$ cat config.mk
export PLATFORM = sky130hd
export DESIGN_NAME = date_add_and_weekday_unit
export DESIGN_NICKNAME = d
export VERILOG_FILES = /design/src/design/dawu_pkg.sv /design/src/design/dawu_div.sv /design/src/design/date_add_and_weekday_unit.sv
export SDC_FILE = /design/constraint.sdc
export NUM_CORES = 1
export LEC_CHECK = 0
export BUFFER_PORTS_ARGS = -buffer_cell sky130_fd_sc_hd__buf_2
export CAP_MARGIN = 40
export CORE_MARGIN = 1.5
export CORE_UTILIZATION = 65
export DETAILED_ROUTE_END_ITERATION = 12
export GPL_TIMING_DRIVEN = 0
export PLACE_DENSITY = 0.87
export SKIP_CTS_REPAIR_TIMING = 1
export SYNTH_ARGS = -nofsm -noshare
export SYNTH_HDL_FRONTEND = slang
export SYNTH_HIERARCHICAL = 1
export SYNTH_SLANG_ARGS = --single-unit
export TNS_END_PERCENT = 1
$ cat constraint.sdc
create_clock -name clk -period 7.6 [get_ports clk]
set_input_delay 0 -clock clk [delete_from_list [all_inputs] [get_ports clk]]
set_output_delay 0 -clock clk [all_outputs]
set_load 0.03 [all_outputs]
$ cat src/design/dawu_pkg.sv
// types, constants and calendar tables shared by the date adder
`default_nettype none
package dawu_pkg;

  // internal year and day-count width, covers start year plus a 16-bit amount
  localparam int YEAR_W  = 17;
  localparam int DVS_W   = 9;
  localparam int SUM_W   = 12;
  localparam int Y100_W  = 7;
  localparam int Y400_W  = 9;
  localparam int J_W     = 10;

  // reciprocal scale: every dividend is below 2**RCP_SH, so the estimate is at most one short
  localparam int RCP_SH  = YEAR_W;
  localparam int RCP_W   = 15;

  localparam logic [3:0] M_JAN = 4'd0;
  localparam logic [3:0] M_FEB = 4'd1;
  localparam logic [3:0] M_DEC = 4'd11;
  localparam logic [4:0] DEC_DAYS = 5'd31;

  localparam logic [DVS_W-1:0] DIV_12  = DVS_W'(12);
  localparam logic [DVS_W-1:0] DIV_100 = DVS_W'(100);
  localparam logic [DVS_W-1:0] DIV_400 = DVS_W'(400);
  localparam logic [DVS_W-1:0] DIV_7   = DVS_W'(7);

  localparam logic [RCP_W-1:0] RCP_12  = RCP_W'((2 ** RCP_SH) / 12);
  localparam logic [RCP_W-1:0] RCP_100 = RCP_W'((2 ** RCP_SH) / 100);
  localparam logic [RCP_W-1:0] RCP_400 = RCP_W'((2 ** RCP_SH) / 400);
  localparam logic [RCP_W-1:0] RCP_7   = RCP_W'((2 ** RCP_SH) / 7);

  localparam logic [1:0] OP_ADD_DAYS   = 2'd0;
  localparam logic [1:0] OP_ADD_MONTHS = 2'd1;
  localparam logic [1:0] OP_ADD_YEARS  = 2'd2;
  localparam logic [1:0] OP_NONE       = 2'd3;

  typedef enum logic [3:0] {
    S_IDLE,
    S_DISPATCH,
    S_M12,
    S_YCHK,
    S_M100,
    S_M400,
    S_WALK,
    S_CLAMP,
    S_SAT,
    S_ZDIV,
    S_ZSUM,
    S_WDIV,
    S_OUT
  } state_t;

  typedef enum logic [1:0] {
    DV_IDLE,
    DV_MUL,
    DV_FIX
  } div_phase_t;

  typedef struct packed {
    logic              start;
    logic [YEAR_W-1:0] dividend;
    logic [DVS_W-1:0]  divisor;
  } div_req_t;

  typedef struct packed {
    logic              done;
    logic [YEAR_W-1:0] quo;
    logic [DVS_W-1:0]  rem;
  } div_rsp_t;

  // days in month m (0 is January)
  function automatic logic [4:0] month_len(input logic [3:0] m, input logic leap);
    logic [4:0] len;
    unique case (m)
      4'd1:                      len = leap ? 5'd29 : 5'd28;
      4'd3, 4'd5, 4'd8, 4'd10:   len = 5'd30;
      default:                   len = 5'd31;
    endcase
    return len;
  endfunction

  // zeller month term floor(13*(mm+1)/5), january and february as months 13 and 14
  function automatic logic [5:0] month_off(input logic [3:0] m);
    logic [5:0] off;
    unique case (m)
      4'd0:    off = 6'd36;
      4'd1:    off = 6'd39;
      4'd2:    off = 6'd10;
      4'd3:    off = 6'd13;
      4'd4:    off = 6'd15;
      4'd5:    off = 6'd18;
      4'd6:    off = 6'd20;
      4'd7:    off = 6'd23;
      4'd8:    off = 6'd26;
      4'd9:    off = 6'd28;
      4'd10:   off = 6'd31;
      default: off = 6'd33;
    endcase
    return off;
  endfunction

  // scaled reciprocal of one of the fixed divisors
  function automatic logic [RCP_W-1:0] recip(input logic [DVS_W-1:0] dvs);
    logic [RCP_W-1:0] r;
    unique case (dvs)
      DIV_12:  r = RCP_12;
      DIV_100: r = RCP_100;
      DIV_400: r = RCP_400;
      default: r = RCP_7;
    endcase
    return r;
  endfunction

endpackage
`default_nettype wire

$ cat src/design/dawu_div.sv
// shared constant divider: reciprocal multiply, then one correction step
`default_nettype none
module dawu_div (
  input  logic               clk,
  input  logic               rst_n,
  input  dawu_pkg::div_req_t req,
  output dawu_pkg::div_rsp_t rsp
);
  import dawu_pkg::*;

  localparam int PROD_W = YEAR_W + RCP_W;
  localparam int BACK_W = YEAR_W + DVS_W;

  div_phase_t        phase_r, phase_nxt;
  logic              done_r, done_nxt;
  logic [YEAR_W-1:0] x_r, x_nxt;
  logic [DVS_W-1:0]  dvs_r, dvs_nxt;
  logic [RCP_W-1:0]  rcp_r, rcp_nxt;
  logic [YEAR_W-1:0] q_r, q_nxt;
  logic [DVS_W-1:0]  rem_r, rem_nxt;

  logic [PROD_W-1:0] prod;
  logic [BACK_W-1:0] back;
  logic [YEAR_W-1:0] dvs_ext;
  logic [YEAR_W-1:0] r_est;
  logic              ge;

  assign prod    = {{YEAR_W{1'b0}}, rcp_r} * {{RCP_W{1'b0}}, x_r};
  assign back    = {{YEAR_W{1'b0}}, dvs_r} * {{DVS_W{1'b0}}, q_r};
  assign dvs_ext = YEAR_W'(dvs_r);
  assign r_est   = x_r - back[YEAR_W-1:0];
  assign ge      = (r_est >= dvs_ext);

  always_comb begin
    phase_nxt = phase_r;
    done_nxt  = 1'b0;
    x_nxt     = x_r;
    dvs_nxt   = dvs_r;
    rcp_nxt   = rcp_r;
    q_nxt     = q_r;
    rem_nxt   = rem_r;
    unique case (phase_r)
      DV_IDLE: begin
        if (req.start) begin
          x_nxt     = req.dividend;
          dvs_nxt   = req.divisor;
          rcp_nxt   = recip(req.divisor);
          phase_nxt = DV_MUL;
        end
      end
      DV_MUL: begin
        // estimate is the quotient or one below it
        q_nxt     = YEAR_W'(prod[PROD_W-1:RCP_SH]);
        phase_nxt = DV_FIX;
      end
      DV_FIX: begin
        q_nxt     = ge ? q_r + 1'b1 : q_r;
        rem_nxt   = ge ? DVS_W'(r_est - dvs_ext) : DVS_W'(r_est);
        done_nxt  = 1'b1;
        phase_nxt = DV_IDLE;
      end
      default: phase_nxt = DV_IDLE;
    endcase
  end

  always_ff @(posedge clk) begin
    if (!rst_n) begin
      phase_r <= DV_IDLE;
      done_r  <= 1'b0;
    end else begin
      phase_r <= phase_nxt;
      done_r  <= done_nxt;
    end
  end

  always_ff @(posedge clk) begin
    x_r   <= x_nxt;
    dvs_r <= dvs_nxt;
    rcp_r <= rcp_nxt;
    q_r   <= q_nxt;
    rem_r <= rem_nxt;
  end

  assign rsp.done = done_r;
  assign rsp.quo  = q_r;
  assign rsp.rem  = rem_r;

endmodule
`default_nettype wire

$ cat src/design/date_add_and_weekday_unit.sv
// date adder with weekday: sequencer, month walker and output register
//
//   channel | dir | tdata (low bit up)                              | tuser
//   in_     | in  | in_day 5, in_month 4, in_year 14, amount 16, pad | op 2
//   out_    | out | out_day 5, out_month 4, out_year 14, weekday 3   | overflow 1
//
// the result follows the input transfer once the sequencer is through: add months first
// carries the month sum through the divider, add days walks one month per step, and a
// start year past the maximum skips to saturation. the month walk and the shared
// constant divider (year mod 100/400, month carry, zeller terms, mod 7) set the timing.
// rst_n is synchronous, active low, and clears the sequencer and valid flags.
// a finished result waits in the output register while the next item is taken.
`default_nettype none
module date_add_and_weekday_unit #(
  parameter int unsigned MAX_YEAR = 9999
) (
  input  logic        clk,
  input  logic        rst_n,
  input  logic        in_tvalid,
  output logic        in_tready,
  input  logic [39:0] in_tdata,   // in_day, in_month, in_year, amount, zero pad
  input  logic [1:0]  in_tuser,   // op
  output logic        out_tvalid,
  input  logic        out_tready,
  output logic [31:0] out_tdata,  // out_day, out_month, out_year, weekday, zero pad
  output logic [0:0]  out_tuser   // overflow
);
  import dawu_pkg::*;

  localparam logic [YEAR_W-1:0] MAX_Y = YEAR_W'(MAX_YEAR);

  state_t            state_r, state_nxt;
  logic [1:0]        op_r, op_nxt;
  logic [YEAR_W-1:0] d_r, d_nxt;
  logic [3:0]        m_r, m_nxt;
  logic [YEAR_W-1:0] y_r, y_nxt;
  logic [15:0]       amt_r, amt_nxt;
  logic              ovf_r, ovf_nxt;
  logic [Y100_W-1:0] y100_r, y100_nxt;
  logic [Y400_W-1:0] y400_r, y400_nxt;
  logic [Y100_W-1:0] k_r, k_nxt;
  logic [J_W-1:0]    j_r, j_nxt;
  logic [SUM_W-1:0]  sum_r, sum_nxt;
  logic [2:0]        wd_r, wd_nxt;
  logic              pend_r, pend_nxt;

  logic              out_valid_r, out_valid_nxt;
  logic [4:0]        od_r, od_nxt;
  logic [3:0]        om_r, om_nxt;
  logic [13:0]       oy_r, oy_nxt;
  logic [2:0]        owd_r, owd_nxt;
  logic              oovf_r, oovf_nxt;

  div_req_t          div_req;
  div_rsp_t          div_rsp;
  logic              div_state;

  logic [4:0]        in_day_f;
  logic [3:0]        in_month_f;
  logic [13:0]       in_year_f;
  logic              leap;
  logic [4:0]        len;
  logic [YEAR_W-1:0] y_inc;
  logic [YEAR_W-1:0] zy;
  logic [2:0]        h;

  assign in_day_f   = in_tdata[4:0];
  assign in_month_f = in_tdata[8:5];
  assign in_year_f  = in_tdata[22:9];

  assign leap  = ((y_r[1:0] == 2'd0) && (y100_r != '0)) || (y400_r == '0);
  assign len   = month_len(m_r, leap);
  assign y_inc = y_r + 1'b1;
  // zeller counts january and february in the previous year
  assign zy    = (m_r < 4'd2) ? (y_r - 1'b1) : y_r;
  assign h     = div_rsp.rem[2:0];

  assign div_state = (state_r == S_M12) || (state_r == S_M100) || (state_r == S_M400) ||
                     (state_r == S_ZDIV) || (state_r == S_WDIV);

  dawu_div u_div (
    .clk   (clk),
    .rst_n (rst_n),
    .req   (div_req),
    .rsp   (div_rsp)
  );

  always_comb begin
    div_req.start    = div_state && !pend_r;
    div_req.dividend = y_r;
    div_req.divisor  = DIV_100;
    unique case (state_r)
      S_M12: begin
        div_req.dividend = YEAR_W'(m_r) + YEAR_W'(amt_r);
        div_req.divisor  = DIV_12;
      end
      S_M400: begin
        div_req.divisor  = DIV_400;
      end
      S_ZDIV: begin
        div_req.dividend = zy;
      end
      S_WDIV: begin
        div_req.dividend = YEAR_W'(sum_r);
        div_req.divisor  = DIV_7;
      end
      default: begin
      end
    endcase
  end

  assign pend_nxt  = div_req.start | (pend_r & ~div_rsp.done);
  assign in_tready = (state_r == S_IDLE);

  always_comb begin
    state_nxt     = state_r;
    op_nxt        = op_r;
    d_nxt         = d_r;
    m_nxt         = m_r;
    y_nxt         = y_r;
    amt_nxt       = amt_r;
    ovf_nxt       = ovf_r;
    y100_nxt      = y100_r;
    y400_nxt      = y400_r;
    k_nxt         = k_r;
    j_nxt         = j_r;
    sum_nxt       = sum_r;
    wd_nxt        = wd_r;
    out_valid_nxt = out_valid_r & ~out_tready;
    od_nxt        = od_r;
    om_nxt        = om_r;
    oy_nxt        = oy_r;
    owd_nxt       = owd_r;
    oovf_nxt      = oovf_r;

    unique case (state_r)
      S_IDLE: begin
        if (in_tvalid) begin
          op_nxt    = in_tuser;
          d_nxt     = YEAR_W'((in_day_f == 5'd0) ? 5'd1 : in_day_f);
          m_nxt     = (in_month_f > M_DEC) ? M_DEC : in_month_f;
          y_nxt     = YEAR_W'((in_year_f == 14'd0) ? 14'd1 : in_year_f);
          amt_nxt   = in_tdata[38:23];
          ovf_nxt   = 1'b0;
          state_nxt = S_DISPATCH;
        end
      end
      S_DISPATCH: begin
        if (y_r > MAX_Y) begin
          ovf_nxt   = 1'b1;
          state_nxt = S_SAT;
        end else begin
          unique case (op_r)
            OP_ADD_DAYS: begin
              d_nxt     = d_r + YEAR_W'(amt_r);
              state_nxt = S_M100;
            end
            OP_ADD_MONTHS: state_nxt = S_M12;
            OP_ADD_YEARS: begin
              y_nxt     = y_r + YEAR_W'(amt_r);
              state_nxt = S_YCHK;
            end
            OP_NONE:       state_nxt = S_M100;
          endcase
        end
      end
      S_M12: begin
        if (div_rsp.done) begin
          m_nxt     = div_rsp.rem[3:0];
          y_nxt     = y_r + div_rsp.quo;
          state_nxt = S_YCHK;
        end
      end
      S_YCHK: begin
        if (y_r > MAX_Y) begin
          ovf_nxt   = 1'b1;
          state_nxt = S_SAT;
        end else begin
          state_nxt = S_M100;
        end
      end
      S_M100: begin
        if (div_rsp.done) begin
          y100_nxt  = div_rsp.rem[Y100_W-1:0];
          state_nxt = S_M400;
        end
      end
      S_M400: begin
        if (div_rsp.done) begin
          y400_nxt  = div_rsp.rem[Y400_W-1:0];
          state_nxt = (op_r == OP_ADD_DAYS) ? S_WALK : S_CLAMP;
        end
      end
      S_WALK: begin
        if (d_r > YEAR_W'(len)) begin
          d_nxt = d_r - YEAR_W'(len);
          if (m_r == M_DEC) begin
            m_nxt = M_JAN;
            if (y_inc > MAX_Y) begin
              ovf_nxt   = 1'b1;
              state_nxt = S_SAT;
            end else begin
              // keep the leap-year residues in step with the year
              y_nxt    = y_inc;
              y100_nxt = (y100_r == Y100_W'(99)) ? '0 : y100_r + 1'b1;
              y400_nxt = (y400_r == Y400_W'(399)) ? '0 : y400_r + 1'b1;
            end
          end else begin
            m_nxt = m_r + 1'b1;
          end
        end else begin
          state_nxt = S_ZDIV;
        end
      end
      S_CLAMP: begin
        if (d_r > YEAR_W'(len)) begin
          d_nxt = YEAR_W'(len);
        end
        state_nxt = S_ZDIV;
      end
      S_SAT: begin
        d_nxt     = YEAR_W'(DEC_DAYS);
        m_nxt     = M_DEC;
        y_nxt     = MAX_Y;
        state_nxt = S_ZDIV;
      end
      S_ZDIV: begin
        if (div_rsp.done) begin
          k_nxt     = div_rsp.rem[Y100_W-1:0];
          j_nxt     = div_rsp.quo[J_W-1:0];
          state_nxt = S_ZSUM;
        end
      end
      S_ZSUM: begin
        sum_nxt = SUM_W'(d_r[4:0]) + SUM_W'(month_off(m_r)) + SUM_W'(k_r) +
                  SUM_W'(k_r >> 2) + SUM_W'(j_r >> 2) + SUM_W'({j_r, 2'b00}) +
                  SUM_W'(j_r);
        state_nxt = S_WDIV;
      end
      S_WDIV: begin
        if (div_rsp.done) begin
          // zeller counts saturday as 0, shift so sunday is 0
          wd_nxt    = (h == 3'd0) ? 3'd6 : h - 1'b1;
          state_nxt = S_OUT;
        end
      end
      S_OUT: begin
        if (!out_valid_r || out_tready) begin
          out_valid_nxt = 1'b1;
          od_nxt        = d_r[4:0];
          om_nxt        = m_r;
          oy_nxt        = y_r[13:0];
          owd_nxt       = wd_r;
          oovf_nxt      = ovf_r;
          state_nxt     = S_IDLE;
        end
      end
      default: state_nxt = S_IDLE;
    endcase
  end

  always_ff @(posedge clk) begin
    if (!rst_n) begin
      state_r     <= S_IDLE;
      pend_r      <= 1'b0;
      out_valid_r <= 1'b0;
    end else begin
      state_r     <= state_nxt;
      pend_r      <= pend_nxt;
      out_valid_r <= out_valid_nxt;
    end
  end

  always_ff @(posedge clk) begin
    op_r   <= op_nxt;
    d_r    <= d_nxt;
    m_r    <= m_nxt;
    y_r    <= y_nxt;
    amt_r  <= amt_nxt;
    ovf_r  <= ovf_nxt;
    y100_r <= y100_nxt;
    y400_r <= y400_nxt;
    k_r    <= k_nxt;
    j_r    <= j_nxt;
    sum_r  <= sum_nxt;
    wd_r   <= wd_nxt;
    od_r   <= od_nxt;
    om_r   <= om_nxt;
    oy_r   <= oy_nxt;
    owd_r  <= owd_nxt;
    oovf_r <= oovf_nxt;
  end

  assign out_tvalid = out_valid_r;
  assign out_tdata  = {6'b0, owd_r, oy_r, om_r, od_r};
  assign out_tuser  = oovf_r;

endmodule
`default_nettype wire

# After elaboration in Yosys (flattened, before gate mapping)
# Memories as Yosys holds them, arrays and structs flattened. A register that Yosys moved wholly into a read port is not among the register bits.
# Index checks and enable logic that the tools add are counted.
# op_classes
addsub	20
multipliers	2
magnitude_cmp	6
n_eq_ne	48
muxes	71
bitwise	5
reduce_logical	43
# ops
op	count
17-bit 2-to-1 mux	14
17-bit one-hot mux with 5 select lines	2
4-bit 2-to-1 mux	18
9-bit 2-to-1 mux	6
17-bit one-hot mux with 3 select lines	1
4-bit one-hot mux with 12 select lines	1
15-bit one-hot mux with 3 select lines	1
7-bit 2-to-1 mux	5
17-bit by 1-bit adder with 17-bit output (second input constant)	2
17-bit by 16-bit adder with 17-bit output	2
17-bit by 14-bit > comparator with 1-bit output (second input constant)	2
17-bit one-hot mux with 2 select lines	1
4-bit equality test (second input constant)	8
15-bit by 17-bit multiplier with 32-bit output	1
9-bit one-hot mux with 3 select lines	1
2-bit inequality test (second input constant)	11
4-bit by 3-bit equality test with 1-bit output (second input constant)	5
9-bit equality test (second input constant)	2
9-bit one-hot mux with 2 select lines	1
17-bit adder	1
4-bit by 16-bit adder with 17-bit output	1
17-bit by 9-bit >= comparator with 1-bit output	1
17-bit by 5-bit > comparator with 1-bit output	1
9-bit by 17-bit multiplier with 17-bit output	1
60 further kinds	106
# totals
regBits	208
mem_bits_ro	96
in_bits	46
out_inout_bits	35
wordCells	223
memories	1
# memory_table
memory	depth	width	rd	rd_ports_with_merged_regs	write_ports	line_no	source
(name not given)	16	6	1	1	0	dawu_pkg.sv:85	unique case (m)

# Logic depth before layout (Yosys ltp)
# Gate-level depths: netlist of the first run.
# depth
depth_word	9
depth_mapped	24
mapped_depth_nobuf	23

# Modules after synthesis
# The synthesis of the first run kept the hierarchy.
# modules_own_cells
mod	n_inst	cells_each	area_per_inst_um2	seq_area_each_um2
dawu_div	1	1462	14013.4	1861.8
date_add_and_weekday_unit	1	1178	11242.0	4204.0

# Worst setup path before layout of the first run
# No wires, ideal clock.
# synth_timing
path_kind	register -> register
from	register u_div.q_r[3]
to	register u_div.q_r[0] (enable)
setup_ns	0.415
arrival_ns	6.516
required_time_ns	7.185
setup_slack_ns	0.669
stages_incl_launch_ff	20
path_buffers	1
synth_period_minus_slack_ns	6.931
cell_sequence	edfxtp_1 clkbuf_1 and2_1 fa_1 inv_1 fa_1 fa_1 fa_1 inv_1 fa_1 inv_1 ha_1 a21o_1 a21oi_1 o31ai_2 a22o_1 or3_1 a41oi_1 a211oi_4 o21ai_0
# synth_via
elab_chain_len	5
# synth_rtl
element	line_no	source
from (decl)	dawu_div.sv:19	logic [YEAR_W-1:0] q_r, q_nxt;
from (signal assigned)	dawu_div.sv:80	q_r <= q_nxt;
9-bit by 17-bit multiplier with 17-bit output	dawu_div.sv:29	assign back = {{YEAR_W{1'b0}}, dvs_r} * {{DVS_W{1'b0}}, q_r};
17-bit subtractor	dawu_div.sv:31	assign r_est = x_r - back[YEAR_W-1:0];
17-bit by 9-bit >= comparator with 1-bit output	dawu_div.sv:32	assign ge = (r_est >= dvs_ext);
2-bit by 1-bit inequality test with 1-bit output (no source line)	n/a	
2-bit AND reduction (no source line)	n/a	
# Every way passes these cells.
# A chain may end at the register's enable or synchronous reset.

# Final worst setup path of the first run
# layout_timing
from	register u_div.rcp_r[8]
to	register u_div.q_r[14], data pin
# layout_via
elab_chain_len	2
# layout_rtl
element	line_no	source
from (decl)	dawu_div.sv:18	logic [RCP_W-1:0] rcp_r, rcp_nxt;
from (signal assigned)	dawu_div.sv:79	rcp_r <= rcp_nxt;
15-bit by 17-bit multiplier with 32-bit output	dawu_div.sv:28	assign prod = {{YEAR_W{1'b0}}, rcp_r} * {{RCP_W{1'b0}}, x_r};
17-bit one-hot mux with 2 select lines	dawu_div.sv:42	unique case (phase_r)
via u_div.q_nxt[14]	dawu_div.sv:19	
# The timed path passes the listed nets, and every way through them passes these cells.

==> flow_summary.ini, run 1 <==
[outcome]
status = finished with violations
violations = negative hold slack

[floorplanning]
fp-row-count = 72
die_area_um2 = 40000
io_pins = 81
fp.coreArea_um2 = 38500
chipHeight_um = 200
start_util_pct = 65.7
die_w_um = 200

[critical_path]
crit_fanout = 10
startpoint_type = register
end_kind = register
crit_type = register to register
cp_slowest_cell = or4_1
critPathMaxStageDelay_ps = 730
arrival_ps = 7660
crit_required_ps = 7880
critPathBufInv = 6
path_delay_family = adder cells
crit_top_cell = fa_1
path_cells = clkbuf_2 > nand2_1 > fa_1 > inv_1 > fa_1 > fa_1 > inv_1 > fa_1 > inv_1 > fa_1 > inv_1 > fa_1 > inv_1 > ha_1 > nand4_1 > or4_1 > a211oi_2 > o31ai_2 > o211ai_1 > and4b_1 > nor3_1

[drt]
drcViolationCount = 0
wl_met1_mm = 27.7
wl_mm = 72.6
viasPerCell = 6.19
highest_layer = met4
dr_wl_met2_mm = 33.0
drt-pass1-iter-count = 5
ant_nets = 0
vias = 20700
wl_met3_mm = 8.21
drt_iter0_markers = 2514
post_drt_wl_per_cell_um = 21.7

[clock_network]
clk_pin_slew_ps = 70
cts_buffer_depth = 3
cts.sink_count = 207
cts_made_buffers = 23
cts_tree = yes
cts-root-buf = clkbuf_16
worstSkewPairLatency_ps = 540
cts_max_level = 1

[logic_synthesis]
synth_mux_area_share_pct = 1.11
synth-simple-area-share_pct = 15.6
ys.flop_type = edfxtp_1
yosysTopAreaCellShare_pct = 23.4
ys.warnings.count = 6
synth_fa_ha_area_share_pct = 34.9
synth_cell_types = 87
synth_xor_area_share_pct = 5.71
synth-edff-count = 192
syn_area_um2 = 25300
yosysMostFrequentCell = inv_1
postSynthAreaPerCell_um2 = 9.57
synth-async-reset-ratio_pct = 0
synth-seq-cells = 207
synth_top_family_by_area = adder cells
synth_compound_area_share_pct = 10.3
synth_area_leader_cell = fa_1
ys_top_cells_by_area = fa_1, edfxtp_1, ha_1
synth_cells = 2640
synthTopCellsByCount = inv_1, fa_1, nand2_1
synth-seq-area-share_pct = 24.0

[cells_and_area]
postLayoutCoreUtil_pct = 72.0
num-fill-cells = 2703
layout-drive-gt1-share_pct = 7.73
areaGrowthSynthToFinish_pct = 9.67
fin_area_um2 = 27700
nets = 3378

[sta]
holdWs_ps = -25.0
slew_headroom_pct = 31.9
min_period_ps = 7390
worst_pin_slew_ps = 1010
layout_setup_ws_ps = 215
timing.final.crit_share_pct = 97.2
maxSlewViolCount = 0
fmax_mhz = 135
setup_viol = 0
hold_viol = 2
fin_skew_ps = 16.6

[placed_design]
port_buffers = 73
place_congestion = 0.997
place_hpwl_mm = 56.2
dpl-instance-area_um2 = 26500
preCtsSetupSlack_ps = 4.26

[grt]
grt_pass1_wl_mm = 112
grt_pass1_vias = 20900
overflow = 0
antenna_found_initial = 1
grt_usage_pct = 35.8
grt_max_degree = 19

[hold_path]
hp-class = input pin to register

[flow_run]
drv_cap = 0
-- tightest hold or removal path, cell delays in order --
cell,delay (ps)
buf_2,100
nor3_1,60
o21ai_0,210
-- sequential cells by signal, indices dropped and copies added (netlist names), 5 cells and up, named ones only --
signal,count
sum_r,12
y100_r,7
u_div/x_r,17
od_r,5
u_div/dvs_r,9
y_r,17
d_r,17
oy_r,14
k_r,7
u_div/rem_r,9
u_div/rcp_r,8
y400_r,9
amt_r,16
j_r,10
u_div/q_r,17
-- cell type report --
| type | count | area [µm²] | area share, % |
|---|---|---|---|
| Inverter | 438 | 1640 | 5.94 |
| Tap cell | 518 | 648 | 2.34 |
| Buffer | 105 | 463 | 1.67 |
| Antenna cell | 2 | 5.00 | 0.0181 |
| Clock buffer | 24 | 579 | 2.09 |
| Sequential cell | 207 | 6070 | 21.9 |
| Clock inverter | 18 | 180 | 0.651 |
| Multi-Input combinational cell | 1895 | 17100 | 61.9 |
| Timing Repair Buffer | 134 | 962 | 3.47 |
-- cells in the final DEF (no fill, tap or decap), types with 15 or more instances in the layout --
cell type / n
a21o_1: 32
a21oi_1: 106
a22oi_1: 15
and2_1: 168
buf_2: 89
buf_4: 21
clkbuf_1: 63
clkbuf_16: 23
dfxtp_1: 15
dlygate4sd3_1: 41
edfxtp_1: 192
fa_1: 295
ha_1: 233
inv_1: 436
mux2_2: 16
nand2_1: 248
nand3_1: 54
nand4_1: 24
nor2_1: 131
nor2b_1: 17
nor3_1: 41
o21ai_0: 78
o22ai_1: 24
xnor2_1: 96
xor2_1: 61
-- kinds of logic (layout without fill, tap and decap cells) --
family,count (synthesis),in the layout
flip-flops,207,207
adder cells (fa/ha/maj),528,528
XOR/XNOR,160,160
AO/OA/AOI/OAI,396,396
buffers and inverters,543,719
multiplexers,25,25
other,1,8
AND/OR/NAND/NOR,780,780
-- metal layers --
layer / vias up / track usage [%]
met1: 10000 / 49.5
met3: 235 / 6.43
met2: 1325 / 55.8
met4: 0 / 15.7
met5: - / 0
li1: 9098 / -
-- through the flow --
| step | TNS [ps] | instances |
|---|---|---|
| 2_1_floorplan | 0 | 2645 |
| 3_3_place_gp | -7530 | 3236 |
| 3_5_place_dp | 0 | 3251 |
| 4_1_cts | -123 | 3293 |
| 5_1_grt | -49.6 | 3339 |
| 6_report | 0 | 3341 |
-- worst paths after layout --
path | startpoint | to | slack, ps | depth (start not counted)
min | in_tdata[8] | m_r[3]$_DFFE_PN_ | -30 | 3
max | u_div/rcp_r[8]$_DFFE_PP_ | u_div/q_r[14]$_DFFE_PP_ | 210 | 21
min reg2reg | wd_r[0]$_SDFFCE_PN0P_ | owd_r[0]$_DFFE_PP_ | 420 | 0
max reg2reg | u_div/rcp_r[8]$_DFFE_PP_ | u_div/q_r[14]$_DFFE_PP_ | 210 | 21
Power of run 1 is left out: the tool's default activity adds up to more than one toggle a clock period on the data nets, which glitch-free logic cannot reach.
==> inputs of run 2 (changes only) <==
CORE_ASPECT_RATIO = 0.8   (was default)
==> run 2 against run 1 <==
The flow now finishes without violations. First-iteration DRC count decreased by 5.1%. Non-clock buffer count shrank 2. Core utilization up 0.11 points. Clock-buffer cell count increased by 1. Critical endpoint unchanged. Largest cell class unchanged.
==> flow_summary.ini, run 2 (synthesis gave the netlist of run 1 again) <==
[cells_and_area]
layout-drive-gt1-share_pct = 7.36
nets = 3374
layout_commonest_cell = inv_1
areaGrowthSynthToFinish_pct = 9.29
final_cell_mix = inv_1, fa_1, nand2_1

[grt]
grt_usage_pct = 36.9
grt_pass1_vias = 20300
antenna_found_initial = 1
grt_pass1_wl_mm = 113
overflow = 0
grt_max_degree = 19

[critical_path]
rr_worst_depth = 20
critPathMaxStageDelay_ps = 770
reg2reg_to = u_div/q_r[14]$_DFFE_PP_
crit_top_cell = fa_1
crit_type = register to register
critPathBufInv = 5
end_kind = register
crit_required_ps = 7880
crit_fanout = 10
timing.rr.start = u_div/rcp_r[10]$_DFFE_PP_
startpoint_type = register
path_cells = clkbuf_2 > and2_1 > fa_1 > fa_1 > fa_1 > inv_1 > fa_1 > inv_1 > fa_1 > inv_1 > fa_1 > inv_1 > ha_1 > nand4_1 > or4_1 > a211oi_2 > o31ai_1 > o211ai_1 > and4b_1 > nor3_1
arrival_ps = 7680
cp_slowest_cell = or4_1
path_delay_family = adder cells
setup.worst_path.start = u_div/rcp_r[10]$_DFFE_PP_
r2r_setup_slack_ps = 200

[sta]
min_period_ps = 7400
fin_skew_ps = 23.1
rsz0062_at_grt = no
holdWs_ps = 10.2
worst_pin_slew_ps = 987
setup_viol = 0
hold_viol = 0
maxSlewViolCount = 0
layout_setup_ws_ps = 196
timing.final.crit_share_pct = 97.4
slew_headroom_pct = 34.2
fmax_mhz = 135

[clock_network]
cts_made_buffers = 21
cts_max_level = 1
cts-root-buf = clkbuf_16
cts_tree = yes
cts_buffer_depth = 3
clk_pin_slew_ps = 70
worstSkewPairLatency_ps = 540
cts.sink_count = 207

[floorplanning]
fp-row-count = 64
die_area_um2 = 40100
chipHeight_um = 179
io_pins = 81
die_w_um = 223
start_util_pct = 66.0
fp.coreArea_um2 = 38300

[flow_run]
drv_cap = 0

[drt]
ant_nets = 0
drt_iter0_markers = 2385
wl_mm = 73.1
drcViolationCount = 0
vias = 20600
post_drt_wl_per_cell_um = 22.1
drt-pass1-iter-count = 6
viasPerCell = 6.22

[hold_path]
holdPathEnd = d_r[0]$_DFFE_PP_
hp-class = input pin to register
whs_path_depth = 4
hold_start = in_tdata[0]

[placed_design]
port_buffers = 73
preCtsSetupSlack_ps = -76.9
place_congestion = 0.950
place_hpwl_mm = 57.7

[outcome]
status = finished, final reports clean
-- run 2: changes by cell type in the layout (fill, tap and decap cells not counted), sizes merged --
cell         previous run  this run
inv                   443       439
clkinv                  9         6
bufinv                  2         4
buf                   129       128
clkbuf                 93        94
clkinvlp                2         1
diode                   2         1
dlygate4sd3            41        40
-- run 2: worst min-delay path: cells and delay by family --
family          cells  cell delay, ps
compound gates      2             290
buf+inv             1              90
simple gates        1              50
-- run 2: final cells by class --
| class | count | area, µm² |
|---|---|---|
| Clock inverter | 12 | 169 |
| Timing Repair Buffer | 132 | 948 |
| Multi-Input combinational cell | 1895 | 17100 |
| Sequential cell | 207 | 6070 |
| Clock buffer | 25 | 541 |
| Antenna cell | 1 | 2.50 |
| Fill cell | 2748 | 10700 |
| Tap cell | 495 | 619 |
| Buffer | 105 | 463 |
| Inverter | 438 | 1640 |
-- run 2: worst max-delay path by stage --
stage	end	slack (ps)	cells past startpoint
global placement	u_div/q_r[10]$_DFFE_PP_	-510	19
floorplan	u_div/q_r[0]$_DFFE_PP_	670	19
CTS	u_div/q_r[10]$_DFFE_PP_	-100	21
finish	u_div/q_r[14]$_DFFE_PP_	200	20
global route	u_div/q_r[14]$_DFFE_PP_	6	20
detailed placement	u_div/q_r[11]$_DFFE_PP_	-80	23
-- run 2: per-stage QoR --
step                area [µm²]  instances  utilization [%]  setup TNS [ps]
detailed placement       26400       3228             69.0            -678
global placement         26300       3213             68.6           -8590
floorplan                25300       2645                -               0
finish                   27600       3310             72.1               0
CTS                      27100       3265             70.9            -876
global route             27600       3309             72.1               0
-- run 2: routing by layer --
layer	GRT usage (%)	share of wire (%)
met5	0	0
met4	10.6	3.2
met3	9.78	13
met2	55.1	43
met1	53.3	41
Power of run 2 is left out for the same reason.
